==> config.mk <==
export PLATFORM = sky130hd
export DESIGN_NAME = http_chunked_body_deframer_flat
export DESIGN_NICKNAME = d
export VERILOG_FILES = /design/src/rtl/chdf_pkg.sv /design/src/rtl/chdf_req_if.sv /design/src/rtl/chdf_rsp_if.sv /design/src/rtl/chdf_parser.sv /design/src/rtl/http_chunked_body_deframer.sv /design/src/flat_wrapper.sv
export SDC_FILE = /design/constraint.sdc
export NUM_CORES = 1
export LEC_CHECK = 0
export ABC_AREA = 1
export BUFFER_PORTS_ARGS = -buffer_cell sky130_fd_sc_hd__buf_2
export CORE_MARGIN = 1
export CORE_UTILIZATION = 30
export CTS_CLUSTER_DIAMETER = 120
export DETAILED_ROUTE_END_ITERATION = 12
export GPL_TIMING_DRIVEN = 1
export HOLD_SLACK_MARGIN = 0.15
export PLACE_DENSITY = 0.49
export RECOVER_POWER = 50
export SLEW_MARGIN = 20
export SYNTH_ARGS = -nofsm -noshare
export SYNTH_HDL_FRONTEND = slang
export SYNTH_HIERARCHICAL = 1
export SYNTH_SLANG_ARGS = --single-unit
==> constraint.sdc <==
create_clock -name clock -period 8.95 [get_ports clock]
set_input_delay 1.79 -clock clock [delete_from_list [all_inputs] [get_ports clock]]
set_output_delay 1.79 -clock clock [all_outputs]
set_load 0.005 [all_outputs]
==> src/rtl/chdf_pkg.sv <==
// Types, codes and character constants shared by the chunked body deframer.
package chdf_pkg;

   localparam logic [7:0] CH_CR      = 8'h0D;
   localparam logic [7:0] CH_LF      = 8'h0A;
   localparam logic [7:0] CH_0       = 8'h30;
   localparam logic [7:0] CH_9       = 8'h39;
   localparam logic [7:0] CH_LA      = 8'h61;
   localparam logic [7:0] CH_LF_HEX  = 8'h66;
   localparam logic [7:0] CH_UA      = 8'h41;
   localparam logic [7:0] CH_UF      = 8'h46;
   localparam logic [7:0] CH_LX      = 8'h78;
   localparam logic [7:0] CH_UX      = 8'h58;
   localparam logic [3:0] HEX_TEN    = 4'd10;

   localparam logic [31:0] SIZE_LIMIT = 32'h7FFF_FFFF;
   localparam logic [31:0] SHIFT_LIMIT = 32'h07FF_FFFF;
   localparam logic [31:0] SIZE_SAT = 32'h8000_0000;

   typedef enum logic [2:0] {
      PH_SIZE_START  = 3'd0,
      PH_SIZE_DIGITS = 3'd1,
      PH_SIZE_LF     = 3'd2,
      PH_DATA        = 3'd3,
      PH_DATA_CR     = 3'd4,
      PH_DATA_LF     = 3'd5
   } phase_type;

   typedef enum logic [2:0] {
      ERR_NONE       = 3'd0,
      ERR_BAD_START  = 3'd1,
      ERR_BAD_CHAR   = 3'd2,
      ERR_NO_LF_SIZE = 3'd3,
      ERR_TOO_LARGE  = 3'd4,
      ERR_NO_CR_DATA = 3'd5,
      ERR_NO_LF_DATA = 3'd6
   } err_type;

   typedef enum logic [1:0] {
      ST_RUN  = 2'd0,
      ST_DONE = 2'd1,
      ST_ERR  = 2'd2
   } status_type;

   typedef struct packed {
      logic       ok;
      logic [3:0] digit;
   } hex_type;

   typedef struct packed {
      logic       restart;
      logic [7:0] in_byte;
   } req_word_type;

   typedef struct packed {
      logic [7:0]  out_byte;
      logic        is_payload;
      logic        chunk_end;
      status_type  parse_status;
      err_type     error_code;
      logic [31:0] total_length;
   } rsp_word_type;

   function automatic hex_type hex_decode(input logic [7:0] c);
      hex_type h;
      h.ok    = 1'b0;
      h.digit = 4'd0;
      if (c >= CH_0 && c <= CH_9) begin
         h.ok    = 1'b1;
         h.digit = 4'(c - CH_0);
      end else if (c >= CH_LA && c <= CH_LF_HEX) begin
         h.ok    = 1'b1;
         h.digit = 4'(c - CH_LA) + HEX_TEN;
      end else if (c >= CH_UA && c <= CH_UF) begin
         h.ok    = 1'b1;
         h.digit = 4'(c - CH_UA) + HEX_TEN;
      end
      return h;
   endfunction

endpackage

==> src/rtl/chdf_req_if.sv <==
// Input channel: one raw body word with its restart flag.
interface chdf_req_if;
   logic       valid;
   logic       ready;
   logic       restart;
   logic [7:0] in_byte;

   modport source (output valid, output restart, output in_byte, input ready);
   modport sink (input valid, input restart, input in_byte, output ready);
endinterface

==> src/rtl/chdf_rsp_if.sv <==
// Result channel: one decoded word with framing status and running length.
interface chdf_rsp_if;
   logic        valid;
   logic        ready;
   logic [7:0]  out_byte;
   logic        is_payload;
   logic        chunk_end;
   logic [1:0]  parse_status;
   logic [2:0]  error_code;
   logic [31:0] total_length;

   modport source (output valid, output out_byte, output is_payload, output chunk_end,
                   output parse_status, output error_code, output total_length,
                   input ready);
   modport sink (input valid, input out_byte, input is_payload, input chunk_end,
                 input parse_status, input error_code, input total_length,
                 output ready);
endinterface

==> src/rtl/chdf_parser.sv <==
// Chunked framing state machine: parser state and the per-word decode step.
module chdf_parser import chdf_pkg::*; #(
   parameter int MAX_SIZE_CHARS = 16
) (
   input  logic         clock,
   input  logic         reset,
   input  logic         step_en,
   input  req_word_type req_word,
   output rsp_word_type rsp_word
);

   localparam int CNT_W = $clog2(MAX_SIZE_CHARS + 1);

   phase_type        phase_ff, phase_in, e_phase;
   err_type          err_ff, err_in, e_err;
   status_type       halt_ff, halt_in, e_halt;
   logic [31:0]      size_value_ff, size_value_in, e_value;
   logic [CNT_W-1:0] size_count_ff, size_count_in, e_count;
   logic             size_frozen_ff, size_frozen_in, e_frozen;
   logic [30:0]      chunk_len_ff, chunk_len_in, e_len;
   logic [30:0]      chunk_cnt_ff, chunk_cnt_in, e_cnt;
   logic [31:0]      total_ff, total_in, e_total;

   hex_type          hex;
   logic [7:0]       c;
   logic             is_x;
   logic             at_start;
   logic [31:0]      sb_value;
   logic [CNT_W-1:0] sb_count;
   logic             sb_frozen;
   logic             tk_over;
   logic [CNT_W-1:0] tk_count;
   logic             tk_frozen;
   logic [31:0]      tk_value;
   logic [30:0]      cnt_inc;
   logic [32:0]      sum;

   assign c    = req_word.in_byte;
   assign hex  = hex_decode(c);
   assign is_x = (c == CH_LX) || (c == CH_UX);

   // restart clears state ahead of this word
   always_comb begin
      if (req_word.restart) begin
         e_phase  = PH_SIZE_START;
         e_err    = ERR_NONE;
         e_halt   = ST_RUN;
         e_value  = '0;
         e_count  = '0;
         e_frozen = 1'b0;
         e_len    = '0;
         e_cnt    = '0;
         e_total  = '0;
      end else begin
         e_phase  = phase_ff;
         e_err    = err_ff;
         e_halt   = halt_ff;
         e_value  = size_value_ff;
         e_count  = size_count_ff;
         e_frozen = size_frozen_ff;
         e_len    = chunk_len_ff;
         e_cnt    = chunk_cnt_ff;
         e_total  = total_ff;
      end
   end

   // size character accumulation
   assign at_start  = (e_phase == PH_SIZE_START);
   assign sb_value  = at_start ? '0 : e_value;
   assign sb_count  = at_start ? '0 : e_count;
   assign sb_frozen = at_start ? 1'b0 : e_frozen;
   assign tk_over   = (sb_count >= CNT_W'(MAX_SIZE_CHARS));
   assign tk_count  = sb_count + CNT_W'(1);
   assign tk_frozen = sb_frozen |
                      (!hex.ok && !(tk_count == CNT_W'(2) && sb_value == '0));

   always_comb begin
      if (hex.ok && !sb_frozen) begin
         tk_value = (sb_value > SHIFT_LIMIT) ? SIZE_SAT : {sb_value[27:0], hex.digit};
      end else begin
         tk_value = sb_value;
      end
   end

   assign cnt_inc = e_cnt + 31'd1;
   assign sum     = {1'b0, e_total} + {1'b0, e_value};

   // next state
   always_comb begin
      phase_in       = e_phase;
      err_in         = e_err;
      halt_in        = e_halt;
      size_value_in  = e_value;
      size_count_in  = e_count;
      size_frozen_in = e_frozen;
      chunk_len_in   = e_len;
      chunk_cnt_in   = e_cnt;
      total_in       = e_total;
      if (e_halt == ST_RUN) begin
         unique case (e_phase)
            PH_SIZE_START: begin
               if (hex.ok) begin
                  size_value_in  = tk_value;
                  size_count_in  = tk_count;
                  size_frozen_in = tk_frozen;
                  phase_in       = PH_SIZE_DIGITS;
               end else begin
                  halt_in = ST_ERR;
                  err_in  = ERR_BAD_START;
               end
            end
            PH_SIZE_DIGITS: begin
               priority if (hex.ok || is_x) begin
                  if (tk_over) begin
                     halt_in = ST_ERR;
                     err_in  = ERR_TOO_LARGE;
                  end else begin
                     size_value_in  = tk_value;
                     size_count_in  = tk_count;
                     size_frozen_in = tk_frozen;
                  end
               end else if (c == CH_CR) begin
                  phase_in = PH_SIZE_LF;
               end else begin
                  halt_in = ST_ERR;
                  err_in  = ERR_BAD_CHAR;
               end
            end
            PH_SIZE_LF: begin
               priority if (c != CH_LF) begin
                  halt_in = ST_ERR;
                  err_in  = ERR_NO_LF_SIZE;
               end else if (e_value > SIZE_LIMIT) begin
                  halt_in = ST_ERR;
                  err_in  = ERR_TOO_LARGE;
               end else begin
                  total_in     = sum[32] ? '1 : sum[31:0];
                  chunk_len_in = e_value[30:0];
                  chunk_cnt_in = '0;
                  phase_in     = (e_value == '0) ? PH_DATA_CR : PH_DATA;
               end
            end
            PH_DATA: begin
               chunk_cnt_in = cnt_inc;
               if (cnt_inc >= e_len) begin
                  phase_in = PH_DATA_CR;
               end
            end
            PH_DATA_CR: begin
               if (c == CH_CR) begin
                  phase_in = PH_DATA_LF;
               end else begin
                  halt_in = ST_ERR;
                  err_in  = ERR_NO_CR_DATA;
               end
            end
            PH_DATA_LF: begin
               priority if (c != CH_LF) begin
                  halt_in = ST_ERR;
                  err_in  = ERR_NO_LF_DATA;
               end else if (e_len == '0) begin
                  halt_in = ST_DONE;
               end else begin
                  size_value_in  = '0;
                  size_count_in  = '0;
                  size_frozen_in = 1'b0;
                  phase_in       = PH_SIZE_START;
               end
            end
            default: begin
               phase_in = PH_SIZE_START;
               halt_in  = ST_ERR;
               err_in   = ERR_BAD_START;
            end
         endcase
      end
   end

   // result word
   always_comb begin
      rsp_word.is_payload   = (e_halt == ST_RUN) && (e_phase == PH_DATA);
      rsp_word.chunk_end    = rsp_word.is_payload && (cnt_inc >= e_len);
      rsp_word.out_byte     = rsp_word.is_payload ? c : 8'd0;
      rsp_word.parse_status = halt_in;
      rsp_word.error_code   = (halt_in == ST_ERR) ? err_in : ERR_NONE;
      rsp_word.total_length = total_in;
   end

   always_ff @(posedge clock) begin
      if (reset) begin
         phase_ff       <= PH_SIZE_START;
         err_ff         <= ERR_NONE;
         halt_ff        <= ST_RUN;
         size_value_ff  <= '0;
         size_count_ff  <= '0;
         size_frozen_ff <= 1'b0;
         chunk_len_ff   <= '0;
         chunk_cnt_ff   <= '0;
         total_ff       <= '0;
      end else if (step_en) begin
         phase_ff       <= phase_in;
         err_ff         <= err_in;
         halt_ff        <= halt_in;
         size_value_ff  <= size_value_in;
         size_count_ff  <= size_count_in;
         size_frozen_ff <= size_frozen_in;
         chunk_len_ff   <= chunk_len_in;
         chunk_cnt_ff   <= chunk_cnt_in;
         total_ff       <= total_in;
      end
   end

endmodule

==> src/rtl/http_chunked_body_deframer.sv <==
// HTTP chunked body deframer top level: input register, parser, result register.
//
// Usage: feed the raw chunked body one word per handshake on req_chan
// (restart high on the first word of a new body). Each input word yields
// exactly one result word on rsp_chan, in order: the word echoed when it is
// payload, payload and chunk-end flags, parse status, error code and the
// saturating running total of chunk sizes.
// Results are registered: each accepted word passes through the input
// register, then the result register, from which rsp_chan takes it.
// Throughput: one word per cycle while rsp_chan.ready stays high; the
// parse step is a single pass of compare, shift-add and 33-bit add
// between the two registers.
// Reset: synchronous, clears the parser to the start of a size line and
// empties both registers; req_chan.ready is high in the cycle after reset.
// Stall: while rsp_chan.ready is low the result register holds; the input
// register takes a word while it is empty or while its word moves on to the
// result register, else req_chan.ready stays low until the result is taken.
// Completion and errors hold until a word with restart.
module http_chunked_body_deframer import chdf_pkg::*; #(
   parameter int MAX_SIZE_CHARS = 16
) (
   input  logic       clock,
   input  logic       reset,
   chdf_req_if.sink   req_chan,
   chdf_rsp_if.source rsp_chan
);

   logic         in_valid_ff, in_valid_in;
   req_word_type req_word_ff;
   logic         out_valid_ff, out_valid_in;
   rsp_word_type rsp_word_ff;
   rsp_word_type rsp_word;
   logic         advance;

   assign advance      = in_valid_ff && (!out_valid_ff || rsp_chan.ready);
   assign req_chan.ready = !in_valid_ff || advance;
   assign in_valid_in  = (req_chan.valid && req_chan.ready) || (in_valid_ff && !advance);
   assign out_valid_in = advance || (out_valid_ff && !rsp_chan.ready);

   chdf_parser #(
      .MAX_SIZE_CHARS(MAX_SIZE_CHARS)
   ) u_parser (
      .clock   (clock),
      .reset   (reset),
      .step_en (advance),
      .req_word(req_word_ff),
      .rsp_word(rsp_word)
   );

   always_ff @(posedge clock) begin
      if (reset) begin
         in_valid_ff  <= 1'b0;
         out_valid_ff <= 1'b0;
      end else begin
         in_valid_ff  <= in_valid_in;
         out_valid_ff <= out_valid_in;
      end
   end

   always_ff @(posedge clock) begin
      if (req_chan.valid && req_chan.ready) begin
         req_word_ff <= '{restart: req_chan.restart, in_byte: req_chan.in_byte};
      end
      if (advance) begin
         rsp_word_ff <= rsp_word;
      end
   end

   assign rsp_chan.valid        = out_valid_ff;
   assign rsp_chan.out_byte     = rsp_word_ff.out_byte;
   assign rsp_chan.is_payload   = rsp_word_ff.is_payload;
   assign rsp_chan.chunk_end    = rsp_word_ff.chunk_end;
   assign rsp_chan.parse_status = rsp_word_ff.parse_status;
   assign rsp_chan.error_code   = rsp_word_ff.error_code;
   assign rsp_chan.total_length = rsp_word_ff.total_length;

   a_ready_when_empty: assert property (@(posedge clock) disable iff (reset)
      !out_valid_ff |-> req_chan.ready)
      else $error("input stalled with empty result register");

   a_end_is_payload: assert property (@(posedge clock) disable iff (reset)
      rsp_chan.valid && rsp_chan.chunk_end |-> rsp_chan.is_payload)
      else $error("chunk end on a non-payload word");

   a_payload_running: assert property (@(posedge clock) disable iff (reset)
      rsp_chan.valid && rsp_chan.is_payload |-> rsp_chan.parse_status == ST_RUN)
      else $error("payload word while halted");

   a_error_code_match: assert property (@(posedge clock) disable iff (reset)
      rsp_chan.valid |->
         ((rsp_chan.error_code != ERR_NONE) == (rsp_chan.parse_status == ST_ERR)))
      else $error("error code disagrees with status");

   a_advance_fills: assert property (@(posedge clock) disable iff (reset)
      advance |=> out_valid_ff)
      else $error("parsed word lost");

endmodule

==> src/flat_wrapper.sv <==
// flat-port wrapper written by rule: the top's interface ports become plain ports
module http_chunked_body_deframer_flat import chdf_pkg::*;
#(
   parameter int MAX_SIZE_CHARS = 16
)
  (clock, reset, req_chan_valid, req_chan_restart, req_chan_in_byte, req_chan_ready, rsp_chan_valid, rsp_chan_out_byte, rsp_chan_is_payload, rsp_chan_chunk_end, rsp_chan_parse_status, rsp_chan_error_code, rsp_chan_total_length, rsp_chan_ready);
  chdf_req_if req_chan_i ();
  chdf_rsp_if rsp_chan_i ();
  input  logic clock;
  input  logic reset;
  input wire logic [$bits(req_chan_i.valid)-1:0] req_chan_valid;
  input wire logic [$bits(req_chan_i.restart)-1:0] req_chan_restart;
  input wire logic [$bits(req_chan_i.in_byte)-1:0] req_chan_in_byte;
  output wire logic [$bits(req_chan_i.ready)-1:0] req_chan_ready;
  output wire logic [$bits(rsp_chan_i.valid)-1:0] rsp_chan_valid;
  output wire logic [$bits(rsp_chan_i.out_byte)-1:0] rsp_chan_out_byte;
  output wire logic [$bits(rsp_chan_i.is_payload)-1:0] rsp_chan_is_payload;
  output wire logic [$bits(rsp_chan_i.chunk_end)-1:0] rsp_chan_chunk_end;
  output wire logic [$bits(rsp_chan_i.parse_status)-1:0] rsp_chan_parse_status;
  output wire logic [$bits(rsp_chan_i.error_code)-1:0] rsp_chan_error_code;
  output wire logic [$bits(rsp_chan_i.total_length)-1:0] rsp_chan_total_length;
  input wire logic [$bits(rsp_chan_i.ready)-1:0] rsp_chan_ready;
  assign req_chan_i.valid = req_chan_valid;
  assign req_chan_i.restart = req_chan_restart;
  assign req_chan_i.in_byte = req_chan_in_byte;
  assign req_chan_ready = req_chan_i.ready;
  assign rsp_chan_valid = rsp_chan_i.valid;
  assign rsp_chan_out_byte = rsp_chan_i.out_byte;
  assign rsp_chan_is_payload = rsp_chan_i.is_payload;
  assign rsp_chan_chunk_end = rsp_chan_i.chunk_end;
  assign rsp_chan_parse_status = rsp_chan_i.parse_status;
  assign rsp_chan_error_code = rsp_chan_i.error_code;
  assign rsp_chan_total_length = rsp_chan_i.total_length;
  assign rsp_chan_i.ready = rsp_chan_ready;
  http_chunked_body_deframer #(.MAX_SIZE_CHARS(MAX_SIZE_CHARS)) u_core (.clock(clock), .reset(reset), .req_chan(req_chan_i), .rsp_chan(rsp_chan_i));
endmodule
==> flow_metrics.env <==
export IMPL_num_fill_cells=5245
export IMPL_drt_pass1_iterations=5
export IMPL_viasPerCell=5.12
export IMPL_cp_max_fo=74
export IMPL_vias=14500
export IMPL_synthSimpleGateAreaFrac_pct=29.1
export IMPL_layout_drive_gt1_share_pct=4.43
export IMPL_yosysWarningCount=6
export IMPL_syn_num_nets=2304
export IMPL_cap_violations=4
export IMPL_die_area_mm2=0.0484
export IMPL_core_area_mm2=0.0467
export IMPL_multi_input_area_mm2=0.00813
export IMPL_wl_per_cell_um=17.5
export IMPL_clock_latency_ns=0.49
export IMPL_gp_congestion=0.951
export IMPL_layout_min_cycle_time_ns=6.39
export IMPL_num_rows=79
export IMPL_area_growth_pct=9.01
export IMPL_clock_skew_ns=0.0123
export IMPL_clock_root_buffer="clkbuf_16"
export IMPL_die_w_um=220
export IMPL_switchingPower_w=0.000674
export IMPL_syn_area_per_cell_um2=6.42
export IMPL_finalHoldViolations=0
export IMPL_violations="capacitance limit, slew limit"
export IMPL_netlist_instances=2220
export IMPL_diodes=0
export IMPL_crit_chain="buf_2 -> clkbuf_1 -> inv_2 -> clkbuf_1 -> o21ai_0 -> a21oi_1"
export IMPL_grt_overflow=0
export IMPL_fin_setup_tns_ns=0
export IMPL_synth_compound_area_share_pct=19.5
export IMPL_worstSetupPathType="input pin to register"
export IMPL_nets=2304
export IMPL_routed_wl_um=49600
export IMPL_port_buffers=61
export IMPL_synth_cell_types=48
export IMPL_ios=62
export IMPL_setup_viol=0
export IMPL_cts_buffer_depth=2
export IMPL_synth_mux_area_share_pct=0
export IMPL_synth_top_area_share_pct=20.0
export IMPL_p_leak_nw=7.28
export IMPL_netlist_area_mm2=0.0142
export IMPL_crit_top_cell="clkbuf_1"
export IMPL_max_freq_ghz=0.156
export IMPL_p_int_w=0.00150
export IMPL_yosysSeqAreaShare_pct=31.8
export IMPL_initial_core_util_pct=30.5
export IMPL_max_vdd_ir_drop_uv=129
export IMPL_cp_start_kind="input pin"
export IMPL_antenna_left=0
export IMPL_end_kind="register"
export IMPL_swShare_pct=31.0
export IMPL_grt_first_pass_wirelength_um=76900
export IMPL_ys_flop_type="dfxtp_1"
export IMPL_cts_reportedPaths_clkPinSlew_ns=0.08
export IMPL_drc=0
export IMPL_setup_ws_ns=2.56
export IMPL_async_reset_ff_share_pct=0
export IMPL_die_h_um=220
export IMPL_cts_sinks=198
export IMPL_seqPwrFrac_pct=45.5
export IMPL_synth_xor_area_share_pct=2.27
export IMPL_grt_setup_unrepaired="no"
export IMPL_cts_tree="done"
export IMPL_synth_top_family_by_area="simple AND/OR/NAND/NOR gates"
export IMPL_grt_max_degree=178
export IMPL_regArea_mm2=0.00452
export IMPL_max_slew_worst_pin_slew_ns=4.22
export IMPL_max_slew_margin_pct=-181
export IMPL_arrival_ns=6.80
export IMPL_yosysTopAreaCell="dfxtp_1"
export IMPL_status="complete, but fails checks"
export IMPL_cp_required_ns=9.36
export IMPL_fin_util_pct=33.3
export IMPL_synth_area_top_cells="dfxtp_1, nand2_1, edfxtp_1"
export IMPL_p_per_area_mw_per_mm2=140
export IMPL_antenna_found_initial=1
export IMPL_critPathMaxStageDelay_ns=2.37
export IMPL_postCtsSetupBuffers=0
export IMPL_hold_buffers=0
export IMPL_dpl_worst_slack_ns=3.74
export IMPL_min_path_type="register to register"
export IMPL_synth_edff_count=56
export IMPL_post_dp_hpwl_um=36000
export IMPL_pwr_share_comb_pct=15.7
export IMPL_grtUsageTotal_pct=20.8
export IMPL_cts_buffers=17
export IMPL_slew_viol_final=231
export IMPL_cp_slowest_cell="clkbuf_1"
export IMPL_ys_seq_elements=198
export IMPL_drt_iter0_drc=1255
export IMPL_synthAdderAreaFrac_pct=6.29
export IMPL_htree_levels=4
export IMPL_grt_pass1_vias=13600
export IMPL_min_period_over_period_pct=71.4
export IMPL_clockPowerShare_pct=38.8
export IMPL_ctsResizeCount=0
==> cell families after synthesis <==
group | Yosys count
simple gates | 997
compound gates | 516
buf+inv | 401
flops | 198
fa+ha+maj | 71
xor+xnor | 37
==> registers in the layout (all words and copies together) (netlist names), 2 cells and up <==
name,count
u_core/rsp_chan.error_code,3
u_core/u_parser/chunk_cnt_ff,31
u_core/rsp_chan.parse_status,2
u_core/u_parser/size_count_ff,5
u_core/req_word_ff,9
u_core/rsp_chan.total_length,32
u_core/rsp_chan.out_byte,8
u_core/u_parser/size_value_ff,32
u_core/u_parser/halt_ff,2
u_core/u_parser/err_ff,3
u_core/u_parser/total_ff,32
u_core/u_parser/chunk_len_ff,31
u_core/u_parser/phase_ff,3
==> worst paths after layout <==
path | slack (ns) | cells after the start | to | startpoint
setup / recovery | 2.56 | 6 | u_core/u_parser/size_value_ff[4] | reset
hold reg to reg | 0.47 | 2 | u_core/u_parser/chunk_len_ff[29] | u_core/u_parser/chunk_len_ff[29]
setup reg to reg | 3.02 | 11 | u_core/u_parser/chunk_cnt_ff[4] | u_core/req_word_ff[8]
hold / removal | 0.47 | 2 | u_core/u_parser/chunk_len_ff[29] | u_core/u_parser/chunk_len_ff[29]
==> layout make-up <==
class	count	area share, %
Clock inverter	13	1.01
Clock buffer	19	2.92
Tap cell	607	4.89
Timing Repair Buffer	71	2.14
Sequential cell	198	29.1
Multi-Input combinational cell	1621	52.4
Inverter	311	7.53
==> power groups by stage <==
stage	sequential [W]	combinational (W)	clock, W
after floorplan	0.00100	0.000242	0
after global placement	0.00101	0.000340	0
after detailed placement	0.00101	0.000342	0
after CTS	0.000989	0.000344	0.000869
after global routing	0.000994	0.000383	0.000904
final	0.000989	0.000342	0.000844
==> Yosys cell counts (4+ instances only) <==
library cell and number:
nand2_1 599, inv_1 299, a21oi_1 271, nor2_1 189, o21ai_0 160, dfxtp_1 142
nand3_1 109, ha_1 70, edfxtp_1 56, clkbuf_1 55, nand4_1 30, nor3_1 26
o211ai_1 21, xnor2_1 20, xor2_1 17, a221oi_1 16, nor2_2 16, o21ai_1 14
buf_1 13, buf_2 13, inv_2 10, o21bai_1 8, a31oi_1 7, buf_6 6
nor4_1 6, a21o_1 5, nand2_2 5, o21a_1 4
==> metrics by stage <==
stage                     hold WS [ns]  area [um2]  total power [W]  std cells
after CTS                        0.467       15600          0.00220       2840
final                            0.467       15500          0.00218       2840
after global placement           0.451       15000          0.00135       2808
after floorplan                  0.445       14200          0.00125       2220
after detailed placement         0.455       15000          0.00135       2808
after global routing             0.478       15500          0.00228       2840
==> placed cells by master, fill, tap and decap left out, drive strengths merged, types with 2 or more instances in the layout <==
cell | synthesis | routed
nand2 | 607 | 607
inv | 309 | 317
a21oi | 273 | 273
nor2 | 207 | 207
o21ai | 174 | 174
dfxtp | 142 | 142
nand3 | 111 | 111
ha | 70 | 70
clkbuf | 55 | 60
edfxtp | 56 | 56
nand4 | 30 | 30
buf | 35 | 30
nor3 | 28 | 28
o211ai | 21 | 21
xnor2 | 20 | 20
xor2 | 17 | 17
a221oi | 16 | 16
o21bai | 8 | 8
a31oi | 7 | 7
nor4 | 6 | 6
a21o | 5 | 5
clkinv | 2 | 5
o21a | 4 | 4
or2 | 3 | 3
bufinv | 0 | 2
nand2b | 2 | 2
o31ai | 2 | 2
o2111ai | 2 | 2
a211oi | 2 | 2
==> worst max-delay path: cells and delay by family <==
| family | cells | cell delay [ns] |
|---|---|---|
| buffers and inverters | 4 | 4.16 |
| AOI/OAI and AO/OA | 2 | 0.68 |
==> metal layers <==
metal	GRT usage [%]	vias to the layer above	routed length (um)
li1	-	7280	-
met1	28.0	6859	23400
met2	33.8	355	22900
met3	3.35	47	2370
met4	6.18	0	901
met5	0	-	0
Power figures use the tool's default switching activity.
